[src/rtl/core/pip_vertex_ram.sv]
// Vertex store: single-port-write, single-port-read synchronous RAM.
// Registered read data. No package dependency.
module pip_vertex_ram #(
    parameter int DEPTH = 64,
    parameter int WIDTH = 32
) (
    input  logic                     clk,
    input  logic                     we,
    input  logic [$clog2(DEPTH)-1:0] waddr,
    input  logic [WIDTH-1:0]         wdata,
    input  logic                     re,
    input  logic [$clog2(DEPTH)-1:0] raddr,
    output logic [WIDTH-1:0]         rdata
);

    logic [WIDTH-1:0] mem [DEPTH];
    logic [WIDTH-1:0] rdata_reg;

    // Write port
    always_ff @(posedge clk)
    begin
        if (we)
        begin
            mem[waddr] <= wdata;
        end
    end

    // Read port
    always_ff @(posedge clk)
    begin
        if (re)
        begin
            rdata_reg <= mem[raddr];
        end
    end

    assign rdata = rdata_reg;

endmodule

[config.mk]
export PLATFORM = sky130hd
export DESIGN_NAME = pip_vertex_ram
export DESIGN_NICKNAME = d
export VERILOG_FILES = /design/src/rtl/core/pip_vertex_ram.sv
export SDC_FILE = /design/constraint.sdc
export NUM_CORES = 2
export LEC_CHECK = 0
export ABC_AREA = 1
export BUFFER_PORTS_ARGS = -buffer_cell sky130_fd_sc_hd__buf_2
export CAP_MARGIN = 20
export CELL_PAD_IN_SITES_DETAIL_PLACEMENT = 1
export CELL_PAD_IN_SITES_GLOBAL_PLACEMENT = 1
export CORE_ASPECT_RATIO = 0.6
export CORE_MARGIN = 2
export CORE_UTILIZATION = 47
export CTS_BUF_LIST = sky130_fd_sc_hd__clkbuf_4 sky130_fd_sc_hd__clkbuf_8
export DETAILED_ROUTE_END_ITERATION = 8
export GPL_TIMING_DRIVEN = 0
export PLACE_DENSITY = 0.75
export REMOVE_ABC_BUFFERS = 1
export SLEW_MARGIN = 10
export SYNTH_ARGS = -nofsm -noshare
export SYNTH_HDL_FRONTEND = slang
export SYNTH_SLANG_ARGS = --single-unit
[constraint.sdc]
create_clock -name clk -period 5.99 [get_ports clk]
set_input_delay 0.599 -clock clk [delete_from_list [all_inputs] [get_ports clk]]
set_output_delay 0.599 -clock clk [all_outputs]
set_load 0.02 [all_outputs]
Word-level counts from Yosys, hierarchy flattened:

Memories as Yosys holds them, arrays and structs flattened. A register that Yosys moved wholly into a read port is not among the register bits.
Index checks and enable logic that the tools add are counted.

* mux-type cells: 2

Operator list (count)
* 1-bit two-way mux: 2

* memories: 1
* output and inout port bits: 32
* register bits after elaboration: 0
* word-level logic and storage cells: 3
* RAM bits: 2048

Memories
* mem: words 64, bits a word 32, read ports 1, clocked after Yosys merged registers in 1, write ports 1, line 16 `logic [WIDTH-1:0] mem [DEPTH];`

Longest topological paths before layout:

* depth in word-level cells: 2
* gate-level depth with buffers: 13

Least setup slack after synthesis:

Ideal clock, no wire load.

* kind: input -> register
* start point: input we
* end point: memory mem[48][0] (enable)
* path slack: 1261 ps
* buffers on the path: 1
* data arrival time: 4227 ps
* data required time: 5488 ps
* stages on the path: 3
* path through: clkbuf_1 > nand4_1 > nor4_1

* cells in the longest elaborated chain, start to end: 2

RTL lines
* start, declared: line 8 `input logic we,`
* 1-bit two-way mux: line 22 `if (we)`
* 1-bit two-way mux (not written as such): line 24 `mem[waddr] <= wdata;`
* end, declared: line 16

No other way between the ends.

==> metrics.txt <==
DR WL met2 ~120000 µm; WL/cell 28.24 µm; pin count of the biggest net entering global routing approximately 190; register area share after synthesis around three quarters; skew final roughly 56 ps; most common flop cell mapped by yosys edfxtp_1; # IOs 79; Max Cap Violations 0; leakage 33.10 nW; WHS 84.26 ps; Hold Crit Class in -> reg; Post-Route Setup TNS 0 ps; post-detail-place hpwl 152800 µm; final worst path period share 73.54%; Synth top cells by count nand2_1, edfxtp_1, nand3_1, buf_2, clkbuf_1; core area 175500 µm²; placed cells 8948; Clock Path Buffers 4; Layout Nets between 6000 and 7000; Yosys top cell area share about three quarters; number of vias per cell 6.026; DRC 0; Cell variety after synth 15; top cells by area, synth edfxtp_1, nand3_1, nand2_1, buf_2, buf_4; Setup crit start kind input pin; non-filler instance count after layout between 9000 and 10000; CP Class in -> reg; DR top layer met5; die height 329.6 µm; RD Place Congestion between 0.7 and 0.8; antenna violations before repair 17; Max Clk Rate approximately 230 MHz; CTS Buf Count approximately 300; Post-synth EDFFs 2080; clk_lat worst skew 940 ps; reg2reg start mem[48][18]; Sink Count 2080; count leader, synth nand2_1; max reg flops 2048; Yosys top cell by area edfxtp_1; CTS hold repair buffers 0; r2r endpoint rdata[18]; Final Hold Viols 0; DIE AREA 180200 µm²; Rows 119; syn_area_per_cell approximately 12 µm²; M1 wire length 109700 µm; initial core utilization 47.31%; first-pass GRT wire length 392100 µm; Synth Register Bits approximately 2100; synthesized cell area approximately 83000 µm²; Syn. warnings 0; status finished, final reports clean; CP required ~6600 ps; Resize count post-CTS 0; Pwr Density between 300 and 400 nW/µm²; Setup Fix Bufs, Post-CTS 0; vias in the first global route about 59000; worst setup path endpoint rdata[23]; Initial DRC Count 7582; CP arrival 5010 ps; final WL 268000 µm; critical-path maximum fanout 168; GRT overflow 0; reg2reg path depth 8; total power 29.27 mW; ys async rst share 0%; CTS tree yes; CP Capture Type flop; Synth Instances 6769; measured slew at the worst slew-check pin about 1100 ps; RSZ-0062 raised after global routing false; Chip Width 546.7 µm; I/O Buffers 78; total global-route track usage a little under 30%; Setup WS pre-CTS 684.2 ps; CTS Root Cell clkbuf_8; synthesis-to-finish area growth 13.67%; WL met3 24550 µm; DRT Pass-1 Iters 6; Final min period 4405 ps; min setup slack post-route about 1600 ps; count of pins over their slew limit 0; layout cells sized above 1 11.35%; Final setup viols 0; worst vdd ir around 0.00021 V; setup slack, reg-to-reg slightly above 4000 ps; CP startpoint raddr[0]; routed vias 57180; H-tree depth 5; Reg clk slew, reported paths 80 ps; Rel. slew slack about 25%; DRT antenna net count 0
## through the flow
stage / util (%) / cell area (µm²)
after global placement: 47.94 / 84150
after detailed placement: 50.38 / 88430
after floorplan: - / 80810
after global routing: 53.78 / 94410
final: 53.78 / 94410
after CTS: 53.58 / 94060
## per-layer routing
metal | track usage (%) | up-vias
li1 | - | 24450
met1 | 40.65 | 29160
met2 | 46.35 | 2953
met3 | 5.819 | 610
met4 | 11.34 | 4
met5 | 0 | -
## placed cells by master (no fill, tap or decap), types with 56 or more instances in the layout
cell      count
buf_12       66
nand2_1    2248
nor2_4       56
clkbuf_4    101
buf_16       83
clkbuf_8    313
buf_2        65
clkinv_1     64
nand3_1    1907
buf_4        63
edfxtp_1   2080
## layout make-up
class,count,area [µm²]
well taps,2359,2952
repair buffers,283,4487
flip-flops and latches,2080,62460
clock inverters,105,566.8
fillers,17660,81140
multi-input cells,4228,18770
inverters,12,86.33
diodes,9,22.52
clock buffers,414,5066
## cell families after synthesis
kind of cell / Yosys count / share of synthesized area, %
buf+inv: 461 / 2.769
flops: 2080 / 75.20
simple gates: 4228 / 22.03
## worst max-delay path, cell delays in order
cell and delay [ps]:
buf_8 460, buf_16 390, buf_16 440, buf_16 330, inv_16 180, buf_16 300, buf_16 300, nand2_1 220
nand3_1 90, nand3_1 150, nand3_1 140, nand3_1 230, nand2_1 80, nand2_1 160, nand2_1 300
## where the power goes
group / switching (mW) / internal (mW) / leakage [nW]
clock: 5.58 / 5.57 / 2.98
combinational: 1.47 / 0.472 / 11.4
sequential: 0.0354 / 16.1 / 18.7
total: 7.09 / 22.2 / 33.1
## worst min path at each step
stage	from	to	cells past startpoint	slack, ps
after floorplan	wdata[0]	mem[0][0]	0	700
after global placement	mem[18][0]	rdata[0]	8	870
after detailed placement	mem[16][0]	rdata[0]	8	940
after CTS	waddr[0]	mem[54][11]	2	110
after global routing	wdata[14]	mem[63][14]	1	20
final	wdata[14]	mem[48][14]	1	80
No activity file was read; power rests on OpenSTA's default activity.
